**src/rtl/core/chs_pkg.sv**
```systemverilog
// Shared widths, codes and defaults of the chained hash set.
`default_nettype none
package chs_pkg;

  localparam int KEY_W = 31;
  localparam int ACT_W = 2;
  localparam int CFG_W = 5;
  localparam int ST_W  = 2;

  localparam int DEF_MAX_BUCKETS  = 16;
  localparam int DEF_POOL_ENTRIES = 64;
  localparam int RESET_BUCKETS    = 10;

  localparam logic [ACT_W-1:0] ACT_INSERT = 2'd0;
  localparam logic [ACT_W-1:0] ACT_REMOVE = 2'd1;
  localparam logic [ACT_W-1:0] ACT_FIND   = 2'd2;

  localparam logic [ST_W-1:0] ST_DONE = 2'd0;
  localparam logic [ST_W-1:0] ST_DUP  = 2'd1;
  localparam logic [ST_W-1:0] ST_MISS = 2'd2;
  localparam logic [ST_W-1:0] ST_FULL = 2'd3;

endpackage
`default_nettype wire

```
**src/rtl/core/chs_ifs.sv**
```systemverilog
// Handshake channel interfaces for requests, responses and configuration.
`default_nettype none
interface chs_req_if;
  logic                      valid;
  logic                      ready;
  logic [chs_pkg::ACT_W-1:0] action;
  logic [chs_pkg::KEY_W-1:0] key_value;
  modport source (output valid, output action, output key_value, input ready);
  modport sink (input valid, input action, input key_value, output ready);
endinterface

interface chs_rsp_if;
  logic                     valid;
  logic                     ready;
  logic                     found;
  logic [chs_pkg::ST_W-1:0] status;
  modport source (output valid, output found, output status, input ready);
  modport sink (input valid, input found, input status, output ready);
endinterface

interface chs_cfg_if;
  logic                      valid;
  logic                      ready;
  logic [chs_pkg::CFG_W-1:0] bucket_count;
  modport source (output valid, output bucket_count, input ready);
  modport sink (input valid, input bucket_count, output ready);
endinterface
`default_nettype wire

```
**src/rtl/core/chained_hash_set_sorted_buckets.sv**
```systemverilog
// Top level of the chained hash set: sequencer, node pool and bucket memories.
// An item first passes the bit-serial remainder unit, then walks its bucket's chain
// node by node until it meets a key that is not below its own.
// Throughput: one item at a time; the next is taken once the result is loaded.
// Reset: a sweep over max(POOL_ENTRIES, MAX_BUCKETS) entries chains the free list
// and empties the buckets; no item is taken until it ends.
`default_nettype none
module chained_hash_set_sorted_buckets #(
  parameter int MAX_BUCKETS  = chs_pkg::DEF_MAX_BUCKETS,
  parameter int POOL_ENTRIES = chs_pkg::DEF_POOL_ENTRIES
) (
  input wire logic   clk,
  input wire logic   rst,
  chs_req_if.sink    req,
  chs_rsp_if.source  rsp,
  chs_cfg_if.sink    cfg
);

  localparam int PTR_W  = $clog2(POOL_ENTRIES + 1);
  localparam int PIDX_W = $clog2(POOL_ENTRIES);
  localparam int BKT_W  = (MAX_BUCKETS > 1) ? $clog2(MAX_BUCKETS) : 1;
  localparam int SWEEP  = (POOL_ENTRIES > MAX_BUCKETS) ? POOL_ENTRIES : MAX_BUCKETS;
  localparam int SWP_W  = $clog2(SWEEP);
  localparam logic [PTR_W-1:0] NULL_PTR = PTR_W'(POOL_ENTRIES);
  localparam logic [chs_pkg::CFG_W-1:0] BKT_RESET = chs_pkg::CFG_W'(
    (MAX_BUCKETS < chs_pkg::RESET_BUCKETS) ? MAX_BUCKETS : chs_pkg::RESET_BUCKETS);

  localparam logic [3:0] S_INIT = 4'd0;
  localparam logic [3:0] S_IDLE = 4'd1;
  localparam logic [3:0] S_MOD  = 4'd2;
  localparam logic [3:0] S_HRD  = 4'd3;
  localparam logic [3:0] S_HWT  = 4'd4;
  localparam logic [3:0] S_NRD  = 4'd5;
  localparam logic [3:0] S_NCMP = 4'd6;
  localparam logic [3:0] S_DEC  = 4'd7;
  localparam logic [3:0] S_INS1 = 4'd8;
  localparam logic [3:0] S_INS2 = 4'd9;
  localparam logic [3:0] S_REM2 = 4'd10;
  localparam logic [3:0] S_DONE = 4'd11;

  logic [3:0]                state;
  logic [SWP_W-1:0]          init_idx;
  logic [chs_pkg::CFG_W-1:0] bucket_count;
  logic [chs_pkg::CFG_W-1:0] cfg_v;
  logic [PTR_W-1:0]          free_head;
  logic [PTR_W-1:0]          used_count;

  logic [chs_pkg::ACT_W-1:0] act;
  logic [chs_pkg::KEY_W-1:0] key;
  logic [BKT_W-1:0]          bucket;
  logic [PTR_W-1:0]          cur;
  logic [PTR_W-1:0]          prev;
  logic [PTR_W-1:0]          cur_link;
  logic [PTR_W-1:0]          node;
  logic                      eq;
  logic                      res_found;
  logic [chs_pkg::ST_W-1:0]  res_status;

  logic [PTR_W-1:0]          head_mem [MAX_BUCKETS];
  logic [chs_pkg::KEY_W-1:0] key_mem  [POOL_ENTRIES];
  logic [PTR_W-1:0]          link_mem [POOL_ENTRIES];

  logic                      head_we;
  logic [BKT_W-1:0]          head_wa;
  logic [PTR_W-1:0]          head_wd;
  logic [PTR_W-1:0]          head_rd;
  logic                      key_we;
  logic [PIDX_W-1:0]         key_wa;
  logic [chs_pkg::KEY_W-1:0] key_rd;
  logic                      link_we;
  logic [PIDX_W-1:0]         link_wa;
  logic [PTR_W-1:0]          link_wd;
  logic [PIDX_W-1:0]         link_ra;
  logic [PTR_W-1:0]          link_rd;

  logic                      mod_start;
  logic                      mod_done;
  logic [chs_pkg::CFG_W-1:0] mod_rem;

  assign req.ready = (state == S_IDLE);
  assign cfg.ready = (state == S_IDLE);
  assign mod_start = req.valid && req.ready;

  chs_mod u_mod (
    .clk      (clk),
    .rst      (rst),
    .start    (mod_start),
    .dividend (req.key_value),
    .divisor  (bucket_count),
    .done     (mod_done),
    .rem      (mod_rem)
  );

  always_comb begin
    cfg_v = cfg.bucket_count;
    if (cfg_v == '0) begin
      cfg_v = chs_pkg::CFG_W'(1);
    end else if (32'(cfg_v) > MAX_BUCKETS) begin
      cfg_v = chs_pkg::CFG_W'(MAX_BUCKETS);
    end
  end

  // Memory port steering.
  always_comb begin
    head_we = 1'b0;
    head_wa = bucket;
    head_wd = node;
    key_we  = 1'b0;
    key_wa  = free_head[PIDX_W-1:0];
    link_we = 1'b0;
    link_wa = prev[PIDX_W-1:0];
    link_wd = node;
    link_ra = cur[PIDX_W-1:0];
    unique case (state)
      S_INIT: begin
        head_we = (32'(init_idx) < MAX_BUCKETS);
        head_wa = BKT_W'(init_idx);
        head_wd = NULL_PTR;
        link_we = (32'(init_idx) < POOL_ENTRIES);
        link_wa = PIDX_W'(init_idx);
        link_wd = PTR_W'(init_idx) + PTR_W'(1);
      end
      S_DEC: begin
        link_ra = free_head[PIDX_W-1:0];
        if (act == chs_pkg::ACT_REMOVE && eq) begin
          link_wd = cur_link;
          head_wd = cur_link;
          if (prev == NULL_PTR) begin
            head_we = 1'b1;
          end else begin
            link_we = 1'b1;
          end
        end
      end
      S_INS1: begin
        key_we  = 1'b1;
        link_we = 1'b1;
        link_wa = free_head[PIDX_W-1:0];
        link_wd = cur;
      end
      S_INS2: begin
        if (prev == NULL_PTR) begin
          head_we = 1'b1;
        end else begin
          link_we = 1'b1;
        end
      end
      S_REM2: begin
        link_we = 1'b1;
        link_wa = cur[PIDX_W-1:0];
        link_wd = free_head;
      end
      default: begin
      end
    endcase
  end

  always_ff @(posedge clk) begin
    if (head_we) begin
      head_mem[head_wa] <= head_wd;
    end
    head_rd <= head_mem[bucket];
  end

  always_ff @(posedge clk) begin
    if (key_we) begin
      key_mem[key_wa] <= key;
    end
    key_rd <= key_mem[cur[PIDX_W-1:0]];
  end

  always_ff @(posedge clk) begin
    if (link_we) begin
      link_mem[link_wa] <= link_wd;
    end
    link_rd <= link_mem[link_ra];
  end

  always_ff @(posedge clk) begin
    if (rst) begin
      state        <= S_INIT;
      init_idx     <= '0;
      bucket_count <= BKT_RESET;
      free_head    <= '0;
      used_count   <= '0;
      rsp.valid    <= 1'b0;
    end else begin
      if (rsp.valid && rsp.ready && state != S_DONE) begin
        rsp.valid <= 1'b0;
      end
      if (cfg.valid && cfg.ready && used_count == '0) begin
        bucket_count <= cfg_v;
      end
      unique case (state)
        S_INIT: begin
          init_idx <= init_idx + SWP_W'(1);
          if (init_idx == SWP_W'(SWEEP - 1)) begin
            state <= S_IDLE;
          end
        end
        S_IDLE: begin
          if (mod_start) begin
            state <= S_MOD;
          end
        end
        S_MOD: begin
          if (mod_done) begin
            state <= S_HRD;
          end
        end
        S_HRD: begin
          state <= S_HWT;
        end
        S_HWT: begin
          state <= S_NRD;
        end
        S_NRD: begin
          if (cur == NULL_PTR) begin
            state <= S_DEC;
          end else begin
            state <= S_NCMP;
          end
        end
        S_NCMP: begin
          if (key_rd < key) begin
            state <= S_NRD;
          end else begin
            state <= S_DEC;
          end
        end
        S_DEC: begin
          if (act == chs_pkg::ACT_INSERT && !eq && free_head != NULL_PTR) begin
            state <= S_INS1;
          end else if (act == chs_pkg::ACT_REMOVE && eq) begin
            state <= S_REM2;
          end else begin
            state <= S_DONE;
          end
        end
        S_INS1: begin
          free_head <= link_rd;
          state     <= S_INS2;
        end
        S_INS2: begin
          used_count <= used_count + PTR_W'(1);
          state      <= S_DONE;
        end
        S_REM2: begin
          free_head  <= cur;
          used_count <= used_count - PTR_W'(1);
          state      <= S_DONE;
        end
        S_DONE: begin
          if (!rsp.valid || rsp.ready) begin
            rsp.valid <= 1'b1;
            state     <= S_IDLE;
          end
        end
        default: begin
          state <= S_INIT;
        end
      endcase
    end
  end

  // Datapath registers of the item in flight.
  always_ff @(posedge clk) begin
    unique case (state)
      S_IDLE: begin
        act <= req.action;
        key <= req.key_value;
      end
      S_MOD: begin
        bucket <= BKT_W'(mod_rem);
      end
      S_HWT: begin
        cur  <= head_rd;
        prev <= NULL_PTR;
      end
      S_NRD: begin
        eq <= 1'b0;
      end
      S_NCMP: begin
        if (key_rd < key) begin
          prev <= cur;
          cur  <= link_rd;
        end else begin
          eq       <= (key_rd == key);
          cur_link <= link_rd;
        end
      end
      S_DEC: begin
        res_found <= eq;
        case (act)
          chs_pkg::ACT_INSERT: begin
            if (eq) begin
              res_status <= chs_pkg::ST_DUP;
            end else if (free_head == NULL_PTR) begin
              res_status <= chs_pkg::ST_FULL;
            end else begin
              res_status <= chs_pkg::ST_DONE;
            end
          end
          default: begin
            res_status <= eq ? chs_pkg::ST_DONE : chs_pkg::ST_MISS;
          end
        endcase
      end
      S_INS1: begin
        node <= free_head;
      end
      S_DONE: begin
        if (!rsp.valid || rsp.ready) begin
          rsp.found  <= res_found;
          rsp.status <= res_status;
        end
      end
      default: begin
      end
    endcase
  end

  a_free_matches_count: assert property (@(posedge clk) disable iff (rst)
    (state == S_IDLE) |-> ((free_head == NULL_PTR) == (used_count == PTR_W'(POOL_ENTRIES))))
    else $error("free list and node count disagree");

  a_used_bounded: assert property (@(posedge clk) disable iff (rst)
    used_count <= PTR_W'(POOL_ENTRIES))
    else $error("node count beyond pool size");

  a_insert_has_node: assert property (@(posedge clk) disable iff (rst)
    (state == S_INS1) |-> (free_head != NULL_PTR))
    else $error("insert started with an empty free list");

  a_remove_frees: assert property (@(posedge clk) disable iff (rst)
    (state == S_REM2) |=> (used_count == $past(used_count) - PTR_W'(1)))
    else $error("remove did not release its node");

endmodule
`default_nettype wire

```
**src/rtl/core/chs_mod.sv**
```systemverilog
// Bit-serial remainder unit: key modulo bucket count, one key bit per cycle.
`default_nettype none
module chs_mod (
  input  wire logic                      clk,
  input  wire logic                      rst,
  input  wire logic                      start,
  input  wire logic [chs_pkg::KEY_W-1:0] dividend,
  input  wire logic [chs_pkg::CFG_W-1:0] divisor,
  output logic                           done,
  output logic [chs_pkg::CFG_W-1:0]      rem
);

  localparam int CNT_W = $clog2(chs_pkg::KEY_W);

  logic                      busy;
  logic [CNT_W-1:0]          cnt;
  logic [chs_pkg::KEY_W-1:0] sh;
  logic [chs_pkg::CFG_W:0]   trial;
  logic [chs_pkg::CFG_W:0]   dext;
  logic [chs_pkg::CFG_W-1:0] rem_next;

  always_comb begin
    trial = {rem, sh[chs_pkg::KEY_W-1]};
    dext  = {1'b0, divisor};
    if (trial >= dext) begin
      rem_next = chs_pkg::CFG_W'(trial - dext);
    end else begin
      rem_next = trial[chs_pkg::CFG_W-1:0];
    end
  end

  always_ff @(posedge clk) begin
    if (rst) begin
      busy <= 1'b0;
      done <= 1'b0;
    end else begin
      if (start) begin
        busy <= 1'b1;
        done <= 1'b0;
      end else if (busy && cnt == CNT_W'(chs_pkg::KEY_W - 1)) begin
        busy <= 1'b0;
        done <= 1'b1;
      end else begin
        done <= 1'b0;
      end
    end
  end

  always_ff @(posedge clk) begin
    if (start) begin
      cnt <= '0;
      rem <= '0;
      sh  <= dividend;
    end else if (busy) begin
      cnt <= cnt + CNT_W'(1);
      rem <= rem_next;
      sh  <= {sh[chs_pkg::KEY_W-2:0], 1'b0};
    end
  end

endmodule
`default_nettype wire
```
**src/flat_wrapper.sv**
```systemverilog
// flat-port wrapper written by rule: the top's interface ports become plain ports
module chained_hash_set_sorted_buckets_flat 
#(
  parameter int MAX_BUCKETS  = chs_pkg::DEF_MAX_BUCKETS,
  parameter int POOL_ENTRIES = chs_pkg::DEF_POOL_ENTRIES
)
  (clk, rst, req_valid, req_action, req_key_value, req_ready, rsp_valid, rsp_found, rsp_status, rsp_ready, cfg_valid, cfg_bucket_count, cfg_ready);
  chs_req_if req_i ();
  chs_rsp_if rsp_i ();
  chs_cfg_if cfg_i ();
  input wire logic clk;
  input wire logic rst;
  input wire logic [$bits(req_i.valid)-1:0] req_valid;
  input wire logic [$bits(req_i.action)-1:0] req_action;
  input wire logic [$bits(req_i.key_value)-1:0] req_key_value;
  output wire logic [$bits(req_i.ready)-1:0] req_ready;
  output wire logic [$bits(rsp_i.valid)-1:0] rsp_valid;
  output wire logic [$bits(rsp_i.found)-1:0] rsp_found;
  output wire logic [$bits(rsp_i.status)-1:0] rsp_status;
  input wire logic [$bits(rsp_i.ready)-1:0] rsp_ready;
  input wire logic [$bits(cfg_i.valid)-1:0] cfg_valid;
  input wire logic [$bits(cfg_i.bucket_count)-1:0] cfg_bucket_count;
  output wire logic [$bits(cfg_i.ready)-1:0] cfg_ready;
  assign req_i.valid = req_valid;
  assign req_i.action = req_action;
  assign req_i.key_value = req_key_value;
  assign req_ready = req_i.ready;
  assign rsp_valid = rsp_i.valid;
  assign rsp_found = rsp_i.found;
  assign rsp_status = rsp_i.status;
  assign rsp_i.ready = rsp_ready;
  assign cfg_i.valid = cfg_valid;
  assign cfg_i.bucket_count = cfg_bucket_count;
  assign cfg_ready = cfg_i.ready;
  chained_hash_set_sorted_buckets #(.MAX_BUCKETS(MAX_BUCKETS), .POOL_ENTRIES(POOL_ENTRIES)) u_core (.clk(clk), .rst(rst), .req(req_i), .rsp(rsp_i), .cfg(cfg_i));
endmodule
```
**config.mk**
```make
export PLATFORM = sky130hd
export DESIGN_NAME = chained_hash_set_sorted_buckets_flat
export DESIGN_NICKNAME = d
export VERILOG_FILES = /design/src/rtl/core/chs_pkg.sv /design/src/rtl/core/chs_ifs.sv /design/src/rtl/core/chained_hash_set_sorted_buckets.sv /design/src/rtl/core/chs_mod.sv /design/src/flat_wrapper.sv
export SDC_FILE = /design/constraint.sdc
export NUM_CORES = 2
export LEC_CHECK = 0
export BUFFER_PORTS_ARGS = -buffer_cell sky130_fd_sc_hd__buf_2
export CAP_MARGIN = 20
export CORE_MARGIN = 5
export CORE_UTILIZATION = 50
export DETAILED_ROUTE_END_ITERATION = 16
export HOLD_SLACK_MARGIN = 0.08
export PLACE_DENSITY_LB_ADDON = 0.15
export SYNTH_ARGS = -nofsm -noshare
export SYNTH_HDL_FRONTEND = slang
export SYNTH_SLANG_ARGS = --single-unit
```
**constraint.sdc**
```tcl
create_clock -name clk -period 13.5 [get_ports clk]
set_input_delay 4.05 -clock clk [delete_from_list [all_inputs] [get_ports clk]]
set_output_delay 4.05 -clock clk [all_outputs]
set_load 0.02 [all_outputs]
```
==> qor_table.md <==
| Quantity | Value |
|---|---|
| Post-Route Hold Slack | 421 ps |
| Setup fix buffers added after clock tree synthesis | 0 |
| Sum of routed wire length over all layers | 276 mm |
| Status | finished, final reports clean |
| Drt drc | 0 |
| Switch share | 19.5% |
| Number of flops mapped to enable cells by yosys | 2647 |
| Top cells by instance count after synthesis | sky130_fd_sc_hd__edfxtp_1 (2647), sky130_fd_sc_hd__mux4_2 (671), sky130_fd_sc_hd__nand2_1 (421), sky130_fd_sc_hd__nor2_1 (245), sky130_fd_sc_hd__clkbuf_1 (150) |
| Antenna violations before repair | 12 |
| Overall track demand over capacity in global routing | 24.8% |
| Standard cell core area | 212000 um2 |
| Final worst-path cycle share | 51.1% |
| Max-cap viol count | 0 |
| Net count after synthesis | 5290 |
| Avg Vias per Cell | 6.26 |
| Pin slew with the least headroom to its limit | 1200 ps |
| FF/Latch Area | 81200 um2 |
| Setup TNS after final layout | 0 ps |
| Part of the power in the clock network | 44.5% |
| WL/cell | 32.5 um |
| CTS tree | done |
| Level count of the clock H-tree | 5 |
| Post-synthesis average cell area | 20.4 um2 |
| Pre-CTS setup slack | 7270 ps |
| Global placement routability congestion | 0.823 |
| Count of unique library cells instantiated by Yosys | 74 |
| Largest vdd supply drop | 134 uV |
| Origin of the worst min-delay path | u_core.res_status[1] |
| Die area | 222000 um2 |
| Top-level I/O count | 49 |
| Share of final-layout standard cells stronger than drive strength 1 | 24.7% |
| Vias in the first global route | 53100 |
| Die extent in y | 471 um |
| Port buffer count | 48 |
| Hold Vio Cnt, Final | 0 |
| Largest fanout of any net on the critical path | 39 |
| Number of hold buffers added after CTS | 0 |
| Startpoint Class | flop |
| Count of fill cells added during filler insertion | 15700 |
| Min-Delay Path Class | flop to flop |
| Sinks on Clock Net | 2734 |
| Part of the power in registers | 54.6% |
| Post-route minimum period | 6900 ps |
| Net count reported at finish | 5536 |
| Maximum root-to-sink buffer count | 4 |
| Asr flop ratio synth | 0% |
| RR Startpoint | u_core.state[1] |
| Clock insertion delay at the later pin of the skew report | 940 ps |
| Yosys top cell area share | 74.8% |
| Mapped cell area | 106000 um2 |
| Area taken by multi-input logic gates | 24100 um2 |
| Root Driver | sky130_fd_sc_hd__clkbuf_16 |
| Critical path endpoint category | output port |
| Post-layout utilization of the core | 56.5% |
| Via Count | 53100 |
| Final Worst Setup Slack | 6600 ps |
| Classification of the worst setup path | flop to output port |
| Combinational cell fraction of total power | 0.9% |
| Wire length of the first global-routing pass | 394 mm |
| Top-count cell post-synth | sky130_fd_sc_hd__edfxtp_1 |
| Internal power consumption | 0.0136 W |
| Starting density of the core | 50.2% |
| Net switching component of the power | 0.00330 W |
| Setup repair after global routing missed its margin | no |
| Final max-slew violation count | 0 |
| Register-to-register setup slack | 8500 ps |
| Worst-path clk slew | 60 ps |
| Final setup violation count | 0 |
| Post-CTS resize count | 0 |
| Leakage | 38.1 nW |
| Pin count of the biggest net entering global routing | 140 |
| Proportion of synthesized chip area in sequential cells | 76.5% |
| First-pass iteration count of the detailed router | 8 |
| Arrival time worst endpoint | 2850 ps |
| Power density of the placed cells | 141 nW/um2 |
| DRC marker count from the first detailed-route iteration | 6306 |
| Total congestion overflow after global routing | 0 |
| Die span in x | 471 um |
| Placed inst area | 111000 um2 |
| Finished Cell Area | 120000 um2 |
| Area added between synthesis and finish | 12.7% |
| Antenna-violating nets left | 0 |
| Instance count of the mapped netlist | 5201 |
| Fmax | 145 MHz |
| Most common flop cell mapped by yosys | sky130_fd_sc_hd__edfxtp_1 |
| Number of buffers created by CTS | 296 |
| Required time at the worst-slack endpoint | 9450 ps |
| Worst slew slack as a fraction of its limit | 20.2% |
| Hpwl dp | 152 mm |
| Area contributors post-synth | sky130_fd_sc_hd__edfxtp_1 (75%), sky130_fd_sc_hd__mux4_2 (14%), sky130_fd_sc_hd__dfxtp_1 (1.6%) |
| Total of flip-flops plus latches after synthesis | 2734 |
| Yosys Warn Count | 0 |
| Floorplan row count | 169 |
| Largest area contributor in the netlist | sky130_fd_sc_hd__edfxtp_1 |
| CP Launch Point | u_core.state[0] |
| Setup clock skew after layout | 58.4 ps |
==> state kept, by name, summed over array words and instances (netlist names), 31 cells and up <==
register,flops
u_core.key_rd,31
u_core.link_mem,448
u_core.key_mem,1984
u_core.head_mem,112
u_core.key,31
u_core.u_mod.sh,31
==> metal layers <==
metal | GRT usage (%) | wire (um) | vias to the layer above
met5 | 0.800 | 248 | -
met4 | 6.31 | 7010 | 2
met3 | 4.04 | 20700 | 405
met2 | 39.8 | 134000 | 2242
met1 | 36.0 | 114000 | 28600
li1 | - | - | 21900
==> cell usage in the layout (no fill, tap or decap), types with 56 or more instances in the layout <==
master	netlist	layout
sky130_fd_sc_hd__edfxtp_1	2647	2647
sky130_fd_sc_hd__mux4_2	671	671
sky130_fd_sc_hd__nand2_1	421	420
sky130_fd_sc_hd__clkbuf_16	0	303
sky130_fd_sc_hd__nor2_1	245	181
sky130_fd_sc_hd__buf_4	9	172
sky130_fd_sc_hd__mux2i_1	121	120
sky130_fd_sc_hd__a21oi_1	117	113
sky130_fd_sc_hd__dfxtp_1	87	86
sky130_fd_sc_hd__nand3_1	83	83
sky130_fd_sc_hd__clkbuf_1	150	67
sky130_fd_sc_hd__nor2_4	0	63
sky130_fd_sc_hd__clkinv_2	0	56
==> through the flow <==
| stage | std cells | total power [W] |
|---|---|---|
| 6_report | 8485 | 0.0169 |
| 3_3_place_gp | 7966 | 0.00957 |
| 2_1_floorplan | 5201 | 0.00951 |
| 5_1_grt | 8481 | 0.0174 |
| 4_1_cts | 8477 | 0.0170 |
| 3_5_place_dp | 7967 | 0.00957 |
==> worst max-delay path, stage by stage, from the launching register on <==
cell,delay (ps)
sky130_fd_sc_hd__dfxtp_1,800
sky130_fd_sc_hd__nand2b_1,210
sky130_fd_sc_hd__nor3_2,150
sky130_fd_sc_hd__buf_4,490
sky130_fd_sc_hd__buf_2,270
==> power groups by stage <==
stage	clock, W	sequential (W)	combinational [W]
floorplan	0	0.00942	0.0000962
global placement	0	0.00942	0.000148
detailed placement	0	0.00942	0.000151
CTS	0.00765	0.00924	0.000153
global route	0.00803	0.00924	0.000169
finish	0.00754	0.00924	0.000152
==> kinds of logic (layout without fill, tap and decap cells) <==
kind of cell | count (synthesis) | in the layout | synth area share (%)
AO/OA/AOI/OAI | 374 | 374 | 2.31
adder cells (fa/ha/maj) | 46 | 46 | 0.556
flip-flops | 2734 | 2734 | 76.5
other | 0 | 5 | 0
AND/OR/NAND/NOR | 888 | 888 | 3.58
buffers and inverters | 333 | 791 | 1.37
multiplexers | 806 | 806 | 15.5
XOR/XNOR | 20 | 20 | 0.165
==> path summary, 6_finish.rpt <==
kind	end	cells past startpoint
worst min register to register	u_core.rsp.status[1]	0
worst max-delay path	req_ready	4
worst min-delay path	u_core.rsp.status[1]	0
worst max register to register	u_core.link_rd[3]	9
==> final cells by class <==
cell class,count,area share (%)
antenna,5,0.0105
sequential,2734,67.9
timing repair buffer,228,1.39
clock buffer,381,6.67
clock inverter,129,0.738
tap,2821,2.95
inverter,53,0.173
multi-input combinational,2134,20.2
Note: power is estimated with default switching activity, not from simulation.
